<file path="config.mk">
export PLATFORM = sky130hd
export DESIGN_NAME = tcw_ctrl
export DESIGN_NICKNAME = d
export VERILOG_FILES = /design/src/tcw_pkg.sv /design/src/tcw_ctrl.sv
export SDC_FILE = /design/constraint.sdc
export NUM_CORES = 1
export LEC_CHECK = 0
export BUFFER_PORTS_ARGS = -buffer_cell sky130_fd_sc_hd__buf_2
export CORE_AREA = 8 8 45 47
export CTS_CLUSTER_SIZE = 16
export DETAILED_ROUTE_END_ITERATION = 7
export DIE_AREA = 0 0 53 55
export PLACE_DENSITY = 0.7
export SYNTH_ARGS = -nofsm -noshare
export SYNTH_HDL_FRONTEND = slang
export SYNTH_SLANG_ARGS = --single-unit
</file>
<file path="constraint.sdc">
create_clock -name i_clk -period 2.4 [get_ports i_clk]
set_input_delay 0.24 -clock i_clk [delete_from_list [all_inputs] [get_ports i_clk]]
set_output_delay 0.24 -clock i_clk [all_outputs]
set_load 0.1 [all_outputs]
</file>
<file path="src/tcw_pkg.sv">
// Shared types and constants for the text console writer.
// Used by tcw_ctrl, tcw_dp and text_console_writer_core; depends on nothing.
package tcw_pkg;

    // Screen geometry
    localparam int SCREEN_COLS   = 80;
    localparam int SCREEN_ROWS   = 25;
    localparam int CELL_COUNT    = SCREEN_COLS * SCREEN_ROWS;
    localparam int LAST_ROW_BASE = SCREEN_COLS * (SCREEN_ROWS - 1);
    localparam int ADDR_W        = $clog2(CELL_COUNT);

    // Field widths
    localparam int ROW_W  = 5;
    localparam int COL_W  = 7;
    localparam int CHAR_W = 8;
    localparam int CLR_W  = 8;
    localparam int CELL_W = CHAR_W + CLR_W;

    // Character codes
    localparam logic [CHAR_W-1:0] SPACE_CHAR   = 8'h20;
    localparam logic [CHAR_W-1:0] NEWLINE_CHAR = 8'h0A;

    // Opcodes
    localparam logic [1:0] OP_PUT   = 2'd0;
    localparam logic [1:0] OP_CLEAR = 2'd1;
    localparam logic [1:0] OP_READ  = 2'd2;

    // Configuration register indexes (address bit 2)
    localparam logic REG_FG = 1'b0;
    localparam logic REG_BG = 1'b1;

    typedef struct packed {
        logic [1:0]        opcode;
        logic [CHAR_W-1:0] char_code;
        logic [10:0]       cell_index;
    } t_in_item;

    typedef struct packed {
        logic [ROW_W-1:0]  cursor_row;
        logic [COL_W-1:0]  cursor_col;
        logic [CHAR_W-1:0] cell_char;
        logic [CLR_W-1:0]  cell_colour;
    } t_out_item;

    typedef enum logic [2:0] {
        ST_INIT,
        ST_IDLE,
        ST_EXEC,
        ST_COPY,
        ST_FILL,
        ST_PUT,
        ST_DONE
    } t_state;

    // Controller to datapath
    typedef struct packed {
        logic capture;
        logic cnt_clr;
        logic cnt_inc;
        logic newline;
        logic copy_we;
        logic fill_we;
        logic fill_zero;
        logic put_we;
        logic rd_en;
        logic rd_idx;
        logic load_result;
    } t_dp_cmd;

    // Datapath to controller
    typedef struct packed {
        logic [1:0] op;
        logic       is_newline;
        logic       col_full;
        logic       row_last;
        logic       idx_ok;
        logic       cnt_last;
        logic       copy_end;
    } t_dp_status;

    // Linear cell address of a row and column
    function automatic logic [ADDR_W-1:0] cell_addr(input logic [ROW_W-1:0] row,
                                                    input logic [COL_W-1:0] col);
        logic [ADDR_W-1:0] base;
        base = ADDR_W'(row) * ADDR_W'(SCREEN_COLS);
        return base + ADDR_W'(col);
    endfunction

endpackage

</file>
<file path="src/tcw_ctrl.sv">
// Controller state machine of the text console writer: sequences puts,
// scrolls, fills and reads, and owns both handshakes. Depends on tcw_pkg.
module tcw_ctrl (
    input  logic                 i_clk,
    input  logic                 i_rst_n,
    input  logic                 i_in_valid,
    output logic                 o_in_ready,
    output logic                 o_out_valid,
    input  logic                 i_out_ready,
    input  tcw_pkg::t_dp_status  i_status,
    output tcw_pkg::t_dp_cmd     o_cmd
);
    import tcw_pkg::*;

    t_state r_state, n_state;
    logic   r_pend, n_pend;
    logic   r_out_valid, n_out_valid;
    logic   r_copy_primed;
    logic   out_free;

    assign out_free = !r_out_valid || i_out_ready;

    // Next state
    always_comb begin
        n_state = r_state;
        n_pend  = r_pend;
        unique case (r_state)
            ST_INIT: begin
                if (i_status.cnt_last) n_state = ST_IDLE;
            end
            ST_IDLE: begin
                if (i_in_valid) n_state = ST_EXEC;
            end
            ST_EXEC: begin
                n_pend = 1'b0;
                priority if (i_status.op == OP_PUT) begin
                    if (i_status.is_newline) begin
                        n_state = i_status.row_last ? ST_COPY : ST_DONE;
                    end else if (i_status.col_full) begin
                        n_pend  = 1'b1;
                        n_state = i_status.row_last ? ST_COPY : ST_PUT;
                    end else begin
                        n_state = ST_PUT;
                    end
                end else if (i_status.op == OP_CLEAR) begin
                    n_state = ST_FILL;
                end else begin
                    n_state = ST_DONE;
                end
            end
            ST_COPY: begin
                if (i_status.copy_end) n_state = ST_FILL;
            end
            ST_FILL: begin
                if (i_status.cnt_last) n_state = r_pend ? ST_PUT : ST_DONE;
            end
            ST_PUT: begin
                n_state = ST_DONE;
            end
            ST_DONE: begin
                if (out_free) n_state = ST_IDLE;
            end
            default: n_state = ST_INIT;
        endcase
    end

    // Outputs and datapath commands
    always_comb begin
        o_cmd       = '0;
        o_in_ready  = 1'b0;
        n_out_valid = r_out_valid && !i_out_ready;
        unique case (r_state)
            ST_INIT: begin
                o_cmd.fill_we   = 1'b1;
                o_cmd.fill_zero = 1'b1;
                o_cmd.cnt_inc   = 1'b1;
            end
            ST_IDLE: begin
                o_in_ready    = 1'b1;
                o_cmd.capture = i_in_valid;
                o_cmd.cnt_clr = i_in_valid;
            end
            ST_EXEC: begin
                if (i_status.op == OP_PUT) begin
                    o_cmd.newline = i_status.is_newline || i_status.col_full;
                end
                if (i_status.op == OP_READ && i_status.idx_ok) begin
                    o_cmd.rd_en  = 1'b1;
                    o_cmd.rd_idx = 1'b1;
                end
            end
            ST_COPY: begin
                o_cmd.rd_en   = !i_status.copy_end;
                // The first copy step only primes the read register
                o_cmd.copy_we = r_copy_primed;
                o_cmd.cnt_inc = !i_status.copy_end;
            end
            ST_FILL: begin
                o_cmd.fill_we = 1'b1;
                o_cmd.cnt_inc = !i_status.cnt_last;
            end
            ST_PUT: begin
                o_cmd.put_we = 1'b1;
            end
            ST_DONE: begin
                if (out_free) begin
                    o_cmd.load_result = 1'b1;
                    n_out_valid       = 1'b1;
                end
            end
            default: begin
                o_cmd = '0;
            end
        endcase
    end

    // Copy write starts once the read register holds a copied cell
    always_ff @(posedge i_clk) begin
        if (!i_rst_n) begin
            r_copy_primed <= 1'b0;
        end else begin
            r_copy_primed <= (r_state == ST_COPY) && !i_status.copy_end;
        end
    end

    always_ff @(posedge i_clk) begin
        if (!i_rst_n) begin
            r_state     <= ST_INIT;
            r_pend      <= 1'b0;
            r_out_valid <= 1'b0;
        end else begin
            r_state     <= n_state;
            r_pend      <= n_pend;
            r_out_valid <= n_out_valid;
        end
    end

    assign o_out_valid = r_out_valid;

`ifndef SYNTH
    a_ready_idle: assert property (@(posedge i_clk) disable iff (!i_rst_n)
        o_in_ready |-> (r_state == ST_IDLE))
        else $error("input taken outside idle");
    a_one_write: assert property (@(posedge i_clk) disable iff (!i_rst_n)
        $onehot0({o_cmd.put_we, o_cmd.copy_we, o_cmd.fill_we}))
        else $error("two store writes in one cycle");
    a_load_free: assert property (@(posedge i_clk) disable iff (!i_rst_n)
        o_cmd.load_result |-> (!r_out_valid || i_out_ready))
        else $error("result overwritten before transfer");
    a_pend_put: assert property (@(posedge i_clk) disable iff (!i_rst_n)
        (r_state == ST_FILL && i_status.cnt_last && r_pend) |=> (r_state == ST_PUT))
        else $error("wrapped put lost after scroll");
`endif

endmodule

</file>
==> results of run 1 <==
[metrics by stage]
stage	TNS [ns]	area [sq um]	hold slack [ns]
after floorplan	-0.203	549	0.362
after CTS	0	678	0.291
after global placement	0	656	0.438
after detailed placement	0	656	0.440
after global routing	0	678	0.297
final	0	678	0.299
[state kept, by name, indices dropped and copies added (netlist names)]
register and count:
o_out_valid 1, r_copy_primed 1, r_pend 1, r_state 3
[report_power, final]
group	switching (mW)	total (mW)	internal (mW)
Clock	0.0362	0.0928	0.0566
Sequential	0.0543	0.174	0.119
Combinational	0.557	0.709	0.151
Total	0.648	0.975	0.327
[per-layer routing]
metal | track usage, % | share of wire (%) | up-vias
met5 | 0 | 0 | -
met4 | 3.88 | 0.63 | 0
met3 | 5.35 | 13 | 2
met2 | 12.3 | 41 | 24
met1 | 11.7 | 45 | 214
li1 | - | - | 275
[area by class of cell]
cell class | count | area [sq um]
Multi-Input combinational cell | 49 | 369
Sequential cell | 6 | 120
Timing Repair Buffer | 25 | 128
Clock buffer | 3 | 22.5
Tap cell | 16 | 20.0
Fill cell | 139 | 706
Inverter | 5 | 18.8
[layout by cell type, fill, tap and decap left out, drive strengths merged]
master / netlist / layout
o31ai: 1 / 1
nand4b: 1 / 1
o21bai: 1 / 1
o311ai: 1 / 1
and4bb: 1 / 1
a21o: 1 / 1
nor2: 5 / 5
buf: 4 / 25
clkbuf: 0 / 3
inv: 5 / 5
o21ai: 2 / 2
nor3b: 2 / 2
and2: 4 / 4
mux2i: 3 / 3
nand2b: 2 / 2
o211ai: 1 / 1
nor3: 4 / 4
a2bb2oi: 1 / 1
nand3b: 2 / 2
nand2: 6 / 6
o2111ai: 1 / 1
nand3: 1 / 1
and3: 1 / 1
dfxtp: 6 / 6
nor2b: 3 / 3
a21oi: 5 / 5
[worst reg2reg max path: cells and delay by family (launching register included)]
| family | cells | cell delay (ns) |
|---|---|---|
| buffers and inverters | 1 | 0.22 |
| flip-flops | 1 | 0.48 |
| AND/OR/NAND/NOR | 3 | 0.42 |
| multiplexers | 1 | 0.18 |
[worst max-delay path by stage]
stage	start	end	cells after the start
CTS	r_state[0]	o_cmd[2]	4
finish	r_state[1]	o_cmd[8]	4
global placement	r_state[1]	o_cmd[8]	4
detailed placement	r_state[0]	o_cmd[2]	4
global route	r_state[0]	o_cmd[2]	4
floorplan	r_state[1]	o_cmd[10]	4
[cells by family after synthesis]
group                  after synthesis  share of synthesized area, %
and+or+nand+nor                     32                          41.6
AOI/OAI and AO/OA                   14                          18.5
buffers and inverters                9                          11.4
DFF                                  6                          22.8
muxes                                3                          5.70
==> reports/qor.yml, run 1 <==
setup_path:
  worst_path_largest_cell_delay_ns: 0.48
  crit_arrival_ns: 1.74
  crit_family: "buffers and inverters"
  cp_max_fo: 8
  cp_cell_sequence: "buf_4 > and4bb_4 > a21o_1 > buf_2"
  critPathBufInv: 2
  reg2reg_slack_ns: 1.02
  reg2reg_to: "r_state[0]"
  timing.rr.start: "r_state[1]"
  crit_slowest_cell: "dfxtp_1"
  critPathRequiredTime_ns: 2.16
  end_kind: "primary output"
  reg2regPathDepth: 5
  startpoint_type: "flip-flop"
  critPathKind: "flip-flop to primary output"
timing:
  tightestPinTransition_ns: 0.494
  post-route-min-period_ns: 1.98
  timing.fmax_mhz: 504
  setup_viol: 0
  clock_skew_ns: 0.00198
  postLayoutSetupSlackWorst_ns: 0.416
  finalMaxSlewViolations: 0
  period_share_pct: 82.6
  hold_viol: 0
  rsz0062_at_grt: "false"
  slew_headroom_pct: 67.3
floorplanning:
  row_count: 14
  die-area_sq_um: 2920
  die_x_um: 53
  ios: 25
  core_area_sq_um: 1380
  fp.dieH_um: 55
  start_util_pct: 38.1
layout:
  utilization_pct: 49.0
  synthToLayoutAreaGrowth_pct: 28.7
  num_antenna_cells: 0
  fin_nets: 102
  drive_above_1_share_pct: 46.6
  final_cells: 104
clock_tree:
  cts_resized: 0
  cts_tree: "yes"
  clock_path_buffers: 2
  cts_buffers: 3
  htreeDepth: 1
  root_buffer: "clkbuf_4"
  post_cts_buffers: 0
  cts.clk_slew.worst_paths_ns: 0.05
  clkSinkCount: 6
  insertion_delay_ns: 0.24
  holdBufCountCts: 0
yosys:
  netlist.area_leader.share_pct: 22.8
  synth_top_area_cell: "dfxtp_1"
  synth-async-reset-ratio_pct: 0
  dominantRegCellSynth: "dfxtp_1"
  ys_warn_count: 0
  synth-seq-cells: 6
  yosysSeqAreaShare_pct: 22.8
  synth_fp_nets: 76
  syn-cell-area_sq_um: 527
  synth.avg_cell_area_sq_um: 8.23
  synth_common_cells: "dfxtp_1 (6), nand2_1 (6), a21oi_1 (5), inv_1 (5)"
  synth_edf_count: 0
  synthTopCellsByArea: "dfxtp_1 (23%), buf_6 (6.4%), mux2i_1 (5.7%)"
  syn_inst: 64
  synth_cell_types: 31
min_path:
  hold_start: "i_status[4]"
  hold_path.class: "input pin to flip-flop"
  whs_endpoint: "r_pend"
  hold_depth: 3
global_route:
  grtUsageTotal_pct: 9.23
  grt_pass1_wl_um: 2020
  grt_pass1_vias: 478
  grt_overflow_total: 0
  antenna_found_initial: 0
  grt_max_degree: 12
pwr:
  p_per_area_nw_per_um2: 1440
  vdd_drop_max_mv: 0.589
  total_power_mw: 0.975
  leakage_nw: 0.322
routing:
  vias_per_cell: 4.95
  vias: 515
  drtIter0Drc: 4
  dr.pass1.iters: 4
  wire_per_inst_um: 12.2
  finalWirelength_um: 1270
  drcViolationCount: 0
  ant_nets: 0
place:
  placedCellCount: 101
  portBuffers: 24
  dp_slack_ns: 0.668
  routabilityCongestion: 0.805
  dp_hpwl_um: 1030
outcome:
  status: "complete, no violations"
run:
  drv_cap: 0
Power figures use the tool's default switching activity.
==> run 2, diff against run 1 <==
--- a/config.mk
+++ b/config.mk
@@ -6,11 +6,11 @@
 export NUM_CORES = 1
 export LEC_CHECK = 0
 export BUFFER_PORTS_ARGS = -buffer_cell sky130_fd_sc_hd__buf_2
-export CORE_AREA = 8 8 45 47
+export CORE_MARGIN = 8
+export CORE_UTILIZATION = 39
 export CTS_CLUSTER_SIZE = 16
 export DETAILED_ROUTE_END_ITERATION = 7
-export DIE_AREA = 0 0 53 55
-export PLACE_DENSITY = 0.7
+export PLACE_DENSITY = 0.72
 export SYNTH_ARGS = -nofsm -noshare
 export SYNTH_HDL_FRONTEND = slang
 export SYNTH_SLANG_ARGS = --single-unit
==> constraint.sdc (replaced) <==
create_clock -name i_clk -period 1.7 [get_ports i_clk]
set_input_delay 0.17 -clock i_clk [delete_from_list [all_inputs] [get_ports i_clk]]
set_output_delay 0.17 -clock i_clk [all_outputs]
set_load 0.1 [all_outputs]
==> run 2 against run 1 <==
Setup slack worse by 0.31 ns. Largest cell class unchanged. Register-to-register slack got worse by 0.55 ns. Count of clock-buffer cells in the layout is the same. Largest power group unchanged.
==> reports/qor.yml, run 2 (synthesized netlist as in run 1, its figures left out) <==
global_route:
  grt_overflow_total: 0  # unchanged
  grtUsageTotal_pct: 9.78  # +0.54 points
  grt_max_degree: 13  # +1
  grt_pass1_wl_um: 2100  # +3.8%
  grt_pass1_vias: 505  # +5.6%
  antenna_found_initial: 0  # unchanged
routing:
  wire_per_inst_um: 13.0  # +6.7%
  drcViolationCount: 0  # unchanged
  vias_per_cell: 5.12  # +3.3%
  ant_nets: 0  # unchanged
  dr.pass1.iters: 4  # unchanged
  vias: 527  # +2.3%
  drtIter0Drc: 9  # +5
  finalWirelength_um: 1340  # +5.7%
setup_path:
  crit_arrival_ns: 1.42  # -0.32 ns
  critPathKind: "flip-flop to primary output"
  crit_slowest_cell: "dfxtp_4"
  end_kind: "primary output"
  cp_cell_sequence: "nor2b_2 > nand2_1 > nor2_2 > buf_12"
  crit_family: "simple AND/OR/NAND/NOR gates"
  cp_max_fo: 12  # +4
  critPathRequiredTime_ns: 1.53  # -0.63 ns
  startpoint_type: "flip-flop"
  critPathBufInv: 1  # -1
  worst_path_largest_cell_delay_ns: 0.43  # -0.05 ns
outcome:
  status: "complete, no violations"
clock_tree:
  htreeDepth: 1  # unchanged
  root_buffer: "clkbuf_4"
  clock_path_buffers: 2  # unchanged
  insertion_delay_ns: 0.24  # about the same
  cts_buffers: 3  # unchanged
  cts.clk_slew.worst_paths_ns: 0.05  # about the same
  post_cts_buffers: 0  # unchanged
  cts_tree: "yes"
  holdBufCountCts: 0  # unchanged
  clkSinkCount: 6  # unchanged
layout:
  largest_reg_flops: 3  # unchanged
  final_common_cell: "buf_2"
  synthToLayoutAreaGrowth_pct: 60.6
  regMostFlops: "r_state"
  num_antenna_cells: 0  # unchanged
  layout_common_cells: "buf_2 (14), buf_12 (10), nand2_1 (6), inv_1 (5), a21oi_1 (5)"
  final_cells: 103  # -0.96%
  fin_nets: 102  # unchanged
  drive_above_1_share_pct: 53.4  # +6.8 points
floorplanning:
  die_x_um: 52.8  # -0.47%
  die-area_sq_um: 2780  # -4.5%
  fp.dieH_um: 52.8  # -4.1%
  row_count: 13  # -1
  start_util_pct: 41.0  # +2.9 points
  ios: 25  # unchanged
  core_area_sq_um: 1280  # -7.1%
timing:
  timing.fmax_mhz: 628
  setup_viol: 0  # unchanged
  hold_viol: 0  # unchanged
  slew_headroom_pct: 67.6  # +0.25 points
  post-route-min-period_ns: 1.59
  tightestPinTransition_ns: 0.490  # -0.00381 ns
  rsz0062_at_grt: "false"
  period_share_pct: 93.7
  clock_skew_ns: 0.00799  # +0.00601 ns
  finalMaxSlewViolations: 0  # unchanged
min_path:
  hold_path.class: "input pin to flip-flop"
place:
  routabilityCongestion: 0.876  # +8.7%
  placedCellCount: 100  # -0.99%
  dp_hpwl_um: 1170  # +13%
  portBuffers: 24  # unchanged
pwr:
  vdd_drop_max_mv: 1.04  # +77%
  total_power_mw: 1.57  # +61%
  p_per_area_nw_per_um2: 1860  # +29%
  leakage_nw: 0.363  # +13%
run:
  drv_cap: 0  # unchanged
==> run 2: layout make-up <==
type | count | area [sq um]
inverters | 5 | 18.8
flip-flops and latches | 6 | 128
fillers | 104 | 439
repair buffers | 25 | 278
clock buffers | 3 | 22.5
well taps | 15 | 18.8
multi-input cells | 49 | 380
==> run 2: through the flow <==
stage	hold slack [ns]	utilization (%)	TNS [ns]	setup WS (ns)	area [sq um]
floorplan	0.292	-	-1.76	-0.535	576
global placement	0.438	63.7	0	0.264	818
detailed placement	0.440	63.7	0	0.213	818
CTS	0.228	65.5	0	0.0109	842
global route	0.234	65.8	0	0.0117	846
finish	0.235	65.8	0	0.108	846
==> run 2: final timing paths <==
kind,cells after the start,from,slack (ns),end
setup / recovery,4,r_state[1],0.11,o_cmd[7]
hold / removal,3,i_rst_n,0.23,o_out_valid
setup reg to reg,5,r_state[0],0.47,r_state[0]
hold reg to reg,2,r_pend,0.44,r_pend
==> run 2: worst min-delay path: cells and delay by family <==
family / cells / cell delay, ns
buffers and inverters: 2 / 0.22
AO/OA/AOI/OAI: 1 / 0.04
==> run 2: routing by layer <==
layer	global-route usage (%)	wire length [um]
met5	0	0
met4	4.74	8
met3	4.26	101
met2	17.4	732
met1	9.28	499
==> run 2: repair_timing <==
item | in CTS | in global routing
resized for setup | 1 | 2
setup endpoints to repair | 1 | 3
pin swaps | 0 | 0
==> run 2: report_power, final <==
group	total, mW	internal, mW	switching (mW)
Sequential	0.266	0.178	0.0881
Combinational	1.18	0.372	0.810
Clock	0.126	0.0795	0.0465
